===== config.mk =====
export PLATFORM = sky130hd
export DESIGN_NAME = qr_byte_mode_rs_encoder
export DESIGN_NICKNAME = d
export VERILOG_FILES = /design/src/hdl/qrbe_pkg.sv /design/src/hdl/qrbe_front.sv /design/src/hdl/qrbe_cmd_q.sv /design/src/hdl/qrbe_back.sv /design/src/hdl/qr_byte_mode_rs_encoder.sv
export SDC_FILE = /design/constraint.sdc
export NUM_CORES = 1
export LEC_CHECK = 0
export BUFFER_PORTS_ARGS = -buffer_cell sky130_fd_sc_hd__buf_2
export CORE_ASPECT_RATIO = 1.25
export CORE_MARGIN = 1
export CORE_UTILIZATION = 30
export CTS_CLUSTER_DIAMETER = 100
export CTS_CLUSTER_SIZE = 10
export DETAILED_ROUTE_END_ITERATION = 12
export GPL_TIMING_DRIVEN = 0
export SETUP_SLACK_MARGIN = 0.5
export SYNTH_ARGS = -nofsm -noshare
export SYNTH_HDL_FRONTEND = slang
export SYNTH_SLANG_ARGS = --single-unit

===== constraint.sdc =====
create_clock -name i_clk -period 4.82 [get_ports i_clk]
set_input_delay 0.482 -clock i_clk [delete_from_list [all_inputs] [get_ports i_clk]]
set_output_delay 0.482 -clock i_clk [all_outputs]
set_load 0.01 [all_outputs]

===== src/hdl/qrbe_pkg.sv =====
// ----------------------------------------------------------------------------
// qrbe_pkg
// Shared types, codes and GF(2^8) helpers for the QR byte-mode RS encoder.
// ----------------------------------------------------------------------------
package qrbe_pkg;

    // Counter width covers the largest data codeword count (44)
    localparam int CNT_W     = 6;
    // Generator storage covers the largest check codeword count (30) plus one
    localparam int GEN_MAX   = 31;
    // Command queue depth between front and back
    localparam int Q_DEPTH   = 2;
    localparam int Q_PTR_W   = $clog2(Q_DEPTH);
    localparam int Q_CNT_W   = $clog2(Q_DEPTH + 1);

    localparam logic [3:0] MODE_NIB  = 4'b0100;
    localparam logic [3:0] TERM_NIB  = 4'b0000;
    localparam logic [7:0] PAD_A     = 8'hEC;
    localparam logic [7:0] PAD_B     = 8'h11;
    localparam logic [7:0] FIELD_LOW = 8'h1D;
    localparam logic [7:0] GF_ALPHA  = 8'h02;

    // Input item kinds
    localparam logic [1:0] KIND_DATA   = 2'd0;
    localparam logic [1:0] KIND_FINISH = 2'd1;
    localparam logic [1:0] KIND_CHECK  = 2'd2;
    localparam logic [1:0] KIND_NONE   = 2'd3;

    // Back-end operations
    typedef enum logic [1:0] {
        OP_DATA,
        OP_CHECK,
        OP_ERR
    } t_op;

    // One classified command: lead bytes, then pad bytes (data),
    // or a remainder dump (check), or a single error beat
    typedef struct packed {
        t_op              op;
        logic             lead2;
        logic             clr;
        logic [7:0]       b0;
        logic [7:0]       b1;
        logic [CNT_W-1:0] pads;
    } t_cmd;

    // GF(2^8) multiply, field polynomial 0x11D
    function automatic logic [7:0] gf_mul(input logic [7:0] x, input logic [7:0] y);
        logic [7:0] acc;
        logic [7:0] xs;
        acc = '0;
        xs  = x;
        for (int b = 0; b < 8; b++) begin
            if (y[b]) acc = acc ^ xs;
            xs = xs[7] ? ({xs[6:0], 1'b0} ^ FIELD_LOW) : {xs[6:0], 1'b0};
        end
        return acc;
    endfunction

    // Coefficient idx of the generator with roots alpha^0 .. alpha^(c_cnt-1);
    // evaluated at elaboration only
    function automatic logic [7:0] gen_coef(input int c_cnt, input int idx);
        logic [7:0] g  [GEN_MAX];
        logic [7:0] nx [GEN_MAX];
        logic [7:0] root;
        for (int i = 0; i < GEN_MAX; i++) g[i] = '0;
        g[0] = 8'h01;
        root = 8'h01;
        for (int r = 0; r < c_cnt; r++) begin
            for (int i = 0; i < GEN_MAX; i++) nx[i] = '0;
            for (int i = 0; i <= r; i++) begin
                nx[i]     = nx[i] ^ g[i];
                nx[i + 1] = nx[i + 1] ^ gf_mul(g[i], root);
            end
            for (int i = 0; i < GEN_MAX; i++) g[i] = nx[i];
            root = gf_mul(root, GF_ALPHA);
        end
        return g[idx];
    endfunction

endpackage


===== src/hdl/qrbe_front.sv =====
// ----------------------------------------------------------------------------
// qrbe_front
// Accepts input beats, tracks message framing and turns each item into one
// back-end command (or drops it).
// ----------------------------------------------------------------------------
module qrbe_front import qrbe_pkg::*; #(
    parameter int DATA_CW_TOTAL = 44,
    parameter int MAX_CHARS     = 42
) (
    input  logic       i_clk,
    input  logic       i_rst_n,
    input  logic       i_push,
    input  logic       i_full,
    input  logic [1:0] i_kind,
    input  logic [7:0] i_data_byte,
    input  logic [7:0] i_message_length,
    output logic       o_cmd_push,
    output t_cmd       o_cmd
);

    localparam int CW1 = CNT_W + 1;
    localparam logic [CW1-1:0]   LIM    = CW1'(DATA_CW_TOTAL - 1);
    localparam logic [CNT_W-1:0] DC_CNT = CNT_W'(DATA_CW_TOTAL);

    logic             r_hdr,  n_hdr;
    logic [3:0]       r_held, n_held;
    logic [CNT_W-1:0] r_cnt,  n_cnt;
    logic             r_lerr, n_lerr;

    logic             w_acc;
    logic             w_err;
    logic [CW1-1:0]   w_cnt_x;
    logic [CNT_W-1:0] w_lead_n;

    assign w_acc    = i_push && !i_full;
    assign w_err    = r_lerr || (i_message_length > 8'(MAX_CHARS));
    assign w_cnt_x  = {1'b0, r_cnt};
    assign w_lead_n = r_hdr ? CNT_W'(1) : CNT_W'(2);

    // classify the beat and work out the next framing state
    always_comb begin
        n_hdr      = r_hdr;
        n_held     = r_held;
        n_cnt      = r_cnt;
        n_lerr     = r_lerr;
        o_cmd_push = 1'b0;
        o_cmd      = '0;
        if (w_acc && i_kind != KIND_NONE) begin
            if (w_err) begin
                o_cmd_push = 1'b1;
                o_cmd.op   = OP_ERR;
                o_cmd.clr  = (i_kind == KIND_CHECK);
                if (i_kind == KIND_CHECK) begin
                    n_hdr  = 1'b0;
                    n_held = '0;
                    n_cnt  = '0;
                    n_lerr = 1'b0;
                end else begin
                    n_lerr = 1'b1;
                end
            end else begin
                unique case (i_kind)
                    KIND_DATA: begin
                        if (!r_hdr) begin
                            // first character: mode nibble, length, char high nibble
                            if (i_message_length != 8'd0 && (w_cnt_x + CW1'(2)) <= LIM) begin
                                o_cmd_push  = 1'b1;
                                o_cmd.op    = OP_DATA;
                                o_cmd.lead2 = 1'b1;
                                o_cmd.b0    = {MODE_NIB, i_message_length[7:4]};
                                o_cmd.b1    = {i_message_length[3:0], i_data_byte[7:4]};
                                n_cnt       = r_cnt + CNT_W'(2);
                                n_hdr       = 1'b1;
                                n_held      = i_data_byte[3:0];
                            end
                        end else begin
                            // later character: held nibble then char high nibble
                            if (r_cnt != '0 &&
                                (8'(r_cnt) - 8'd1) < i_message_length &&
                                (w_cnt_x + CW1'(1)) <= LIM) begin
                                o_cmd_push = 1'b1;
                                o_cmd.op   = OP_DATA;
                                o_cmd.b0   = {r_held, i_data_byte[7:4]};
                                n_cnt      = r_cnt + CNT_W'(1);
                                n_held     = i_data_byte[3:0];
                            end
                        end
                    end
                    KIND_FINISH: begin
                        // tail byte(s), then padding up to the data capacity
                        if (r_cnt < DC_CNT) begin
                            o_cmd_push  = 1'b1;
                            o_cmd.op    = OP_DATA;
                            o_cmd.lead2 = !r_hdr;
                            o_cmd.b0    = r_hdr ? {r_held, TERM_NIB}
                                                : {MODE_NIB, i_message_length[7:4]};
                            o_cmd.b1    = {i_message_length[3:0], TERM_NIB};
                            o_cmd.pads  = DC_CNT - r_cnt - w_lead_n;
                            n_cnt       = DC_CNT;
                            n_hdr       = 1'b1;
                            n_held      = '0;
                        end
                    end
                    default: begin
                        // check: dump remainder, start a new message
                        o_cmd_push = 1'b1;
                        o_cmd.op   = OP_CHECK;
                        n_hdr      = 1'b0;
                        n_held     = '0;
                        n_cnt      = '0;
                        n_lerr     = 1'b0;
                    end
                endcase
            end
        end
    end

    // framing state
    always_ff @(posedge i_clk) begin
        if (!i_rst_n) begin
            r_hdr  <= 1'b0;
            r_held <= '0;
            r_cnt  <= '0;
            r_lerr <= 1'b0;
        end else begin
            r_hdr  <= n_hdr;
            r_held <= n_held;
            r_cnt  <= n_cnt;
            r_lerr <= n_lerr;
        end
    end

endmodule


===== src/hdl/qrbe_cmd_q.sv =====
// ----------------------------------------------------------------------------
// qrbe_cmd_q
// Short command queue that decouples the front from the back end.
// ----------------------------------------------------------------------------
module qrbe_cmd_q import qrbe_pkg::*; (
    input  logic i_clk,
    input  logic i_rst_n,
    input  logic i_push,
    input  t_cmd i_cmd,
    output logic o_full,
    output logic o_valid,
    output t_cmd o_cmd,
    input  logic i_pop
);

    t_cmd               r_ent [Q_DEPTH];
    logic [Q_PTR_W-1:0] r_wp;
    logic [Q_PTR_W-1:0] r_rp;
    logic [Q_CNT_W-1:0] r_cnt;

    logic w_wr;
    logic w_rd;

    assign o_full  = (r_cnt == Q_CNT_W'(Q_DEPTH));
    assign o_valid = (r_cnt != '0);
    assign o_cmd   = r_ent[r_rp];
    assign w_wr    = i_push && !o_full;
    assign w_rd    = i_pop && o_valid;

    // pointers and fill level
    always_ff @(posedge i_clk) begin
        if (!i_rst_n) begin
            r_wp  <= '0;
            r_rp  <= '0;
            r_cnt <= '0;
        end else begin
            if (w_wr) r_wp <= r_wp + Q_PTR_W'(1);
            if (w_rd) r_rp <= r_rp + Q_PTR_W'(1);
            if (w_wr && !w_rd)      r_cnt <= r_cnt + Q_CNT_W'(1);
            else if (w_rd && !w_wr) r_cnt <= r_cnt - Q_CNT_W'(1);
        end
    end

    // entries
    always_ff @(posedge i_clk) begin
        if (w_wr) r_ent[r_wp] <= i_cmd;
    end

endmodule


===== src/hdl/qrbe_back.sv =====
// ----------------------------------------------------------------------------
// qrbe_back
// Executes queued commands one codeword per cycle while the output beat is empty or popped:
// data bytes through the byte-wide RS division, remainder dump, or error beat.
// ----------------------------------------------------------------------------
module qrbe_back import qrbe_pkg::*; #(
    parameter int CHECK_CODEWORDS = 26
) (
    input  logic       i_clk,
    input  logic       i_rst_n,
    input  logic       i_valid,
    input  t_cmd       i_cmd,
    output logic       o_qpop,
    output logic       o_ov,
    input  logic       i_pop,
    output logic [7:0] o_codeword,
    output logic       o_last,
    output logic       o_error
);

    localparam logic [CNT_W-1:0] CHK_LAST = CNT_W'(CHECK_CODEWORDS - 1);

    logic [7:0]       r_rem [CHECK_CODEWORDS];
    logic [CNT_W-1:0] r_step;
    logic             r_ov;
    logic [7:0]       r_cw;
    logic             r_last;
    logic             r_err;

    logic [7:0]       w_lfsr  [CHECK_CODEWORDS];
    logic [7:0]       w_shift [CHECK_CODEWORDS];
    logic             w_adv;
    logic [CNT_W-1:0] w_lead_n;
    logic [CNT_W-1:0] w_pidx;
    logic [7:0]       w_cw;
    logic             w_last;
    logic             w_err;
    logic [7:0]       w_factor;

    assign w_adv    = i_valid && (!r_ov || i_pop);
    assign o_qpop   = w_adv && w_last;
    assign w_lead_n = i_cmd.lead2 ? CNT_W'(2) : CNT_W'(1);
    assign w_pidx   = r_step - w_lead_n;
    assign w_factor = w_cw ^ r_rem[0];

    // current beat of the head command
    always_comb begin
        w_cw   = '0;
        w_last = 1'b1;
        w_err  = 1'b0;
        unique case (i_cmd.op)
            OP_DATA: begin
                if (r_step == '0)           w_cw = i_cmd.b0;
                else if (r_step < w_lead_n) w_cw = i_cmd.b1;
                else                        w_cw = w_pidx[0] ? PAD_B : PAD_A;
                w_last = (r_step == (w_lead_n + i_cmd.pads - CNT_W'(1)));
            end
            OP_CHECK: begin
                w_cw   = r_rem[0];
                w_last = (r_step == CHK_LAST);
            end
            OP_ERR: begin
                w_err = 1'b1;
            end
            default: begin
                w_err = 1'b1;
            end
        endcase
    end

    // remainder lanes: LFSR update and plain shift-out
    for (genvar i = 0; i < CHECK_CODEWORDS; i++) begin : g_lane
        localparam logic [7:0] GC = gen_coef(CHECK_CODEWORDS, i + 1);
        logic [7:0] w_up;
        if (i < CHECK_CODEWORDS - 1) begin : g_mid
            assign w_up = r_rem[i + 1];
        end else begin : g_end
            assign w_up = '0;
        end
        assign w_lfsr[i]  = w_up ^ gf_mul(GC, w_factor);
        assign w_shift[i] = w_up;
    end

    // control, remainder and output valid
    always_ff @(posedge i_clk) begin
        if (!i_rst_n) begin
            r_ov   <= 1'b0;
            r_step <= '0;
            r_rem  <= '{default: '0};
        end else begin
            if (w_adv) begin
                r_ov   <= 1'b1;
                r_step <= w_last ? '0 : r_step + CNT_W'(1);
                case (i_cmd.op)
                    OP_DATA:  r_rem <= w_lfsr;
                    OP_CHECK: r_rem <= w_shift;
                    default: begin
                        if (i_cmd.clr) r_rem <= '{default: '0};
                    end
                endcase
            end else if (i_pop) begin
                r_ov <= 1'b0;
            end
        end
    end

    // output beat payload
    always_ff @(posedge i_clk) begin
        if (w_adv) begin
            r_cw   <= w_cw;
            r_last <= w_last;
            r_err  <= w_err;
        end
    end

    assign o_ov       = r_ov;
    assign o_codeword = r_cw;
    assign o_last     = r_last;
    assign o_error    = r_err;

endmodule


===== src/hdl/qr_byte_mode_rs_encoder.sv =====
// An item's first result beat passes the command queue, then the back end's output register.
// The back end's single output register gives one result beat per cycle while results are popped;
//   an item gives CHECK_CODEWORDS results (check) or up to DATA_CW_TOTAL results (finish).
// Input stalls only when the 2-entry command queue is full.
// Reset (synchronous, active low) clears framing state, queue, output and RS remainder at once.
// ----------------------------------------------------------------------------
// qr_byte_mode_rs_encoder
// QR byte-mode data codeword packer with Reed-Solomon check codeword generation.
// ----------------------------------------------------------------------------
module qr_byte_mode_rs_encoder import qrbe_pkg::*; #(
    parameter int DATA_CW_TOTAL   = 44,
    parameter int CHECK_CODEWORDS = 26,
    parameter int MAX_CHARS       = 42
) (
    input  logic       i_clk,
    input  logic       i_rst_n,
    input  logic       push,
    output logic       full,
    input  logic [1:0] i_kind,
    input  logic [7:0] i_data_byte,
    input  logic [7:0] i_message_length,
    output logic       empty,
    input  logic       pop,
    output logic [7:0] o_codeword,
    output logic       o_last,
    output logic       o_error
);

    logic w_cmd_push;
    t_cmd w_cmd_in;
    logic w_q_valid;
    t_cmd w_q_cmd;
    logic w_q_pop;
    logic w_ov;

    // framing and classification
    qrbe_front #(
        .DATA_CW_TOTAL (DATA_CW_TOTAL),
        .MAX_CHARS     (MAX_CHARS)
    ) u_front (
        .i_clk            (i_clk),
        .i_rst_n          (i_rst_n),
        .i_push           (push),
        .i_full           (full),
        .i_kind           (i_kind),
        .i_data_byte      (i_data_byte),
        .i_message_length (i_message_length),
        .o_cmd_push       (w_cmd_push),
        .o_cmd            (w_cmd_in)
    );

    // command queue
    qrbe_cmd_q u_cmd_q (
        .i_clk   (i_clk),
        .i_rst_n (i_rst_n),
        .i_push  (w_cmd_push),
        .i_cmd   (w_cmd_in),
        .o_full  (full),
        .o_valid (w_q_valid),
        .o_cmd   (w_q_cmd),
        .i_pop   (w_q_pop)
    );

    // codeword emission and RS division
    qrbe_back #(
        .CHECK_CODEWORDS (CHECK_CODEWORDS)
    ) u_back (
        .i_clk      (i_clk),
        .i_rst_n    (i_rst_n),
        .i_valid    (w_q_valid),
        .i_cmd      (w_q_cmd),
        .o_qpop     (w_q_pop),
        .o_ov       (w_ov),
        .i_pop      (pop),
        .o_codeword (o_codeword),
        .o_last     (o_last),
        .o_error    (o_error)
    );

    assign empty = !w_ov;

endmodule

==> metrics <==
worst-margin pin slew=roughly 1.2 ns; Clock Sinks=294; crit share post-route=between 80 and 90%; Yosys top cell by area=dfxtp_1; CP Cell Sequence=nor2_1 > nor2_2 > nand2_1 > nor2_1 > clkbuf_1 > clkbuf_1 > nand3_1 > nand3_1; routed len/inst=21.19 um; Area Overhead vs Synth=20.64%; I/O pins=34; gr usage total=between 20% and 30%; crit-path max FO=17; global-route wire length before repair=~86 mm; Nets=2,013; Seq/Total Area, Yosys=40.03%; hold depth=3; WL final=roughly 57 mm; fmax=236.3 MHz; Hold Startpoint=i_data_byte[2]; RSZ-0062 raised after global routing=true; initial drt markers=approximately 1.2k; H-Tree Depth=2; Slew Limit Fails=0; Fin Setup TNS=0 ns; Min-Delay Path Class=primary input to flip-flop; startpoint types=flip-flop; Post-Place Cells=between 2k and 3k; maxcap violations=0; total CTS buffers=35; Residual DRC=0; Data arrival, critical path=around 4.7 ns; min Tclk post-route=~4.2 ns; Worst-path clk slew=0.06 ns; via density per instance=just over 5; status=finished clean; number of synthesized flops with an enable pin=62; clock skew=just over 0.03 ns; Syn Inst Count=roughly 1.8k; post-synth top area share=28.58%; DRT antenna net count=0; total gr overflow=0; largest cells by area after synthesis=dfxtp_1 29%, edfxtp_1 11%, xnor2_1 10%, nand2_1 6.0%, xor2_1 5.5%; crit path max-delay cell type=nor2_2; Yosys warnings=0; hold_buf cts=0; vias in the first global route=about 14k; Crit path largest cell delay=0.78 ns; Row Count=95; Die Y=about 260 um; dpl hpwl=around 42 mm; full die area=between 50,000 and 60,000 um^2; R2R depth=8; CTS tree=built; top-count cell post-synth=nand2_1; I/O Buffers=31; ys flop type=dfxtp_1; Max Root-Sink Buffers=3; dpl cell area=~17,000 um^2; Pre-Repair DR Iteration Count=6; reg2reg start=u_cmd_q.r_cnt[0]; WP data required=around 5.3 ns; Starting Density=between 30% and 40%; Rel. slew slack=about 21%; number of synthesized register bits=294; root buf cell=clkbuf_16; Mean Syn Cell Area=between 8 and 9 um^2; asr flop ratio synth=0%; largest net degree at the start of global routing=19; synth unique cells=84; Setup-failing EPs final=0; CP Class=flip-flop to flip-flop; critical path startpoint=u_cmd_q.r_cnt[0]; Mapped Area=16,250 um^2; Fin. Hold Viols=0; clock latency on the worst-skew pair=between 0.5 and 0.6 ns; synth cell count leaders=260 x nand2_1, 232 x dfxtp_1, 190 x xnor2_1, 154 x o21ai_0, 148 x nor2_1; Finished Layout Cells=about 2.7k; syn_nets=approximately 1.9k; core box area=~54,000 um^2; Die W=210.2 um; layout cells sized above 1=about 14%; antenna violations before repair=0; CP Capture Type=flip-flop; antenna fix cells=0; routability cong.=1.001; Via Count=between 10k and 15k; final instance area=slightly below 20,000 um^2
cell families after synthesis:
logic type               count (synthesis)  synth area share [%]
multiplexers                            45                 3.041
adder cells (fa/ha/maj)                 37                 2.941
buffers and inverters                  154                 4.111
XOR/XNOR                               317                 18.98
flip-flops                             294                 40.03
AND/OR/NAND/NOR                        660                 18.95
AO/OA/AOI/OAI                          316                 11.94
critical path, delay by kind of cell (launching register included):
kind,cells,cell delay (ns)
AND/OR/NAND/NOR,6,2.47
buffers and inverters,2,1.25
flip-flops,1,0.44
final cells by class:
cell class | instances | area (um^2)
Timing Repair Buffer | 94 | 742.0
Tap cell | 727 | 909.6
Inverter | 39 | 150.1
Buffer | 115 | 634.4
Sequential cell | 294 | 6509
Clock buffer | 44 | 909.6
Multi-Input combinational cell | 1375 | 9717
Clock inverter | 4 | 35.03
Fill cell | 5446 | 34000
metal layers:
metal  track usage (%)  wire length, um
met5                 0                0
met3             4.261             4014
met4             12.94             3908
met2             34.97            27400
met1             23.93            21720
repair_timing:
item / CTS / global route
buffers inserted: 35 / 25
setup endpoints to repair: 266 / 200
pin swaps: 18 / 14
endpoints found under the hold margin: 0 / 0
gates cloned: 0 / 0
gates resized for setup: 110 / 36
worst paths after layout:
kind                        to  slack, ns
max          u_back.r_rem[200]       0.59
min          u_front.r_held[2]       0.21
max reg2reg  u_back.r_rem[200]       0.59
min reg2reg  u_front.r_held[1]       0.45
through the flow:
step           utilization, %  worst slack, ns  hold slack (ns)
2_1_floorplan               -           0.2093           0.4273
3_3_place_gp            32.31           -1.235           0.4381
3_5_place_dp            32.41          -0.7156           0.4424
4_1_cts                 35.78           0.5015           0.1857
5_1_grt                 36.57           0.4734           0.2112
6_report                36.57           0.5880           0.2060
cell usage in the layout, fill, tap and decap left out, types with 44 or more instances in the layout:
master	count
buf_4	59
clkbuf_1	89
dfxtp_1	230
edfxtp_1	62
nand2_1	258
nand3_1	106
nor2_1	130
o21ai_0	149
or4_1	44
xnor2_1	176
xor2_1	93
state kept, by name (all words and copies together) (netlist names), named ones only:
name / count
u_cmd_q.r_cnt: 2
u_front.r_hdr: 1
u_cmd_q.r_rp: 1
u_back.g_lane.w_up: 200
u_front.r_cnt: 6
u_back.o_last: 1
u_back.r_step: 6
u_front.r_lerr: 1
u_back.o_ov: 1
u_cmd_q.r_ent: 52
u_back.r_rem: 8
u_cmd_q.r_wp: 1
u_back.o_error: 1
u_back.o_codeword: 8
u_front.r_held: 4
Power is not shown: default switching activity piles up to over one toggle a cycle in this logic, so the estimate is an artifact.
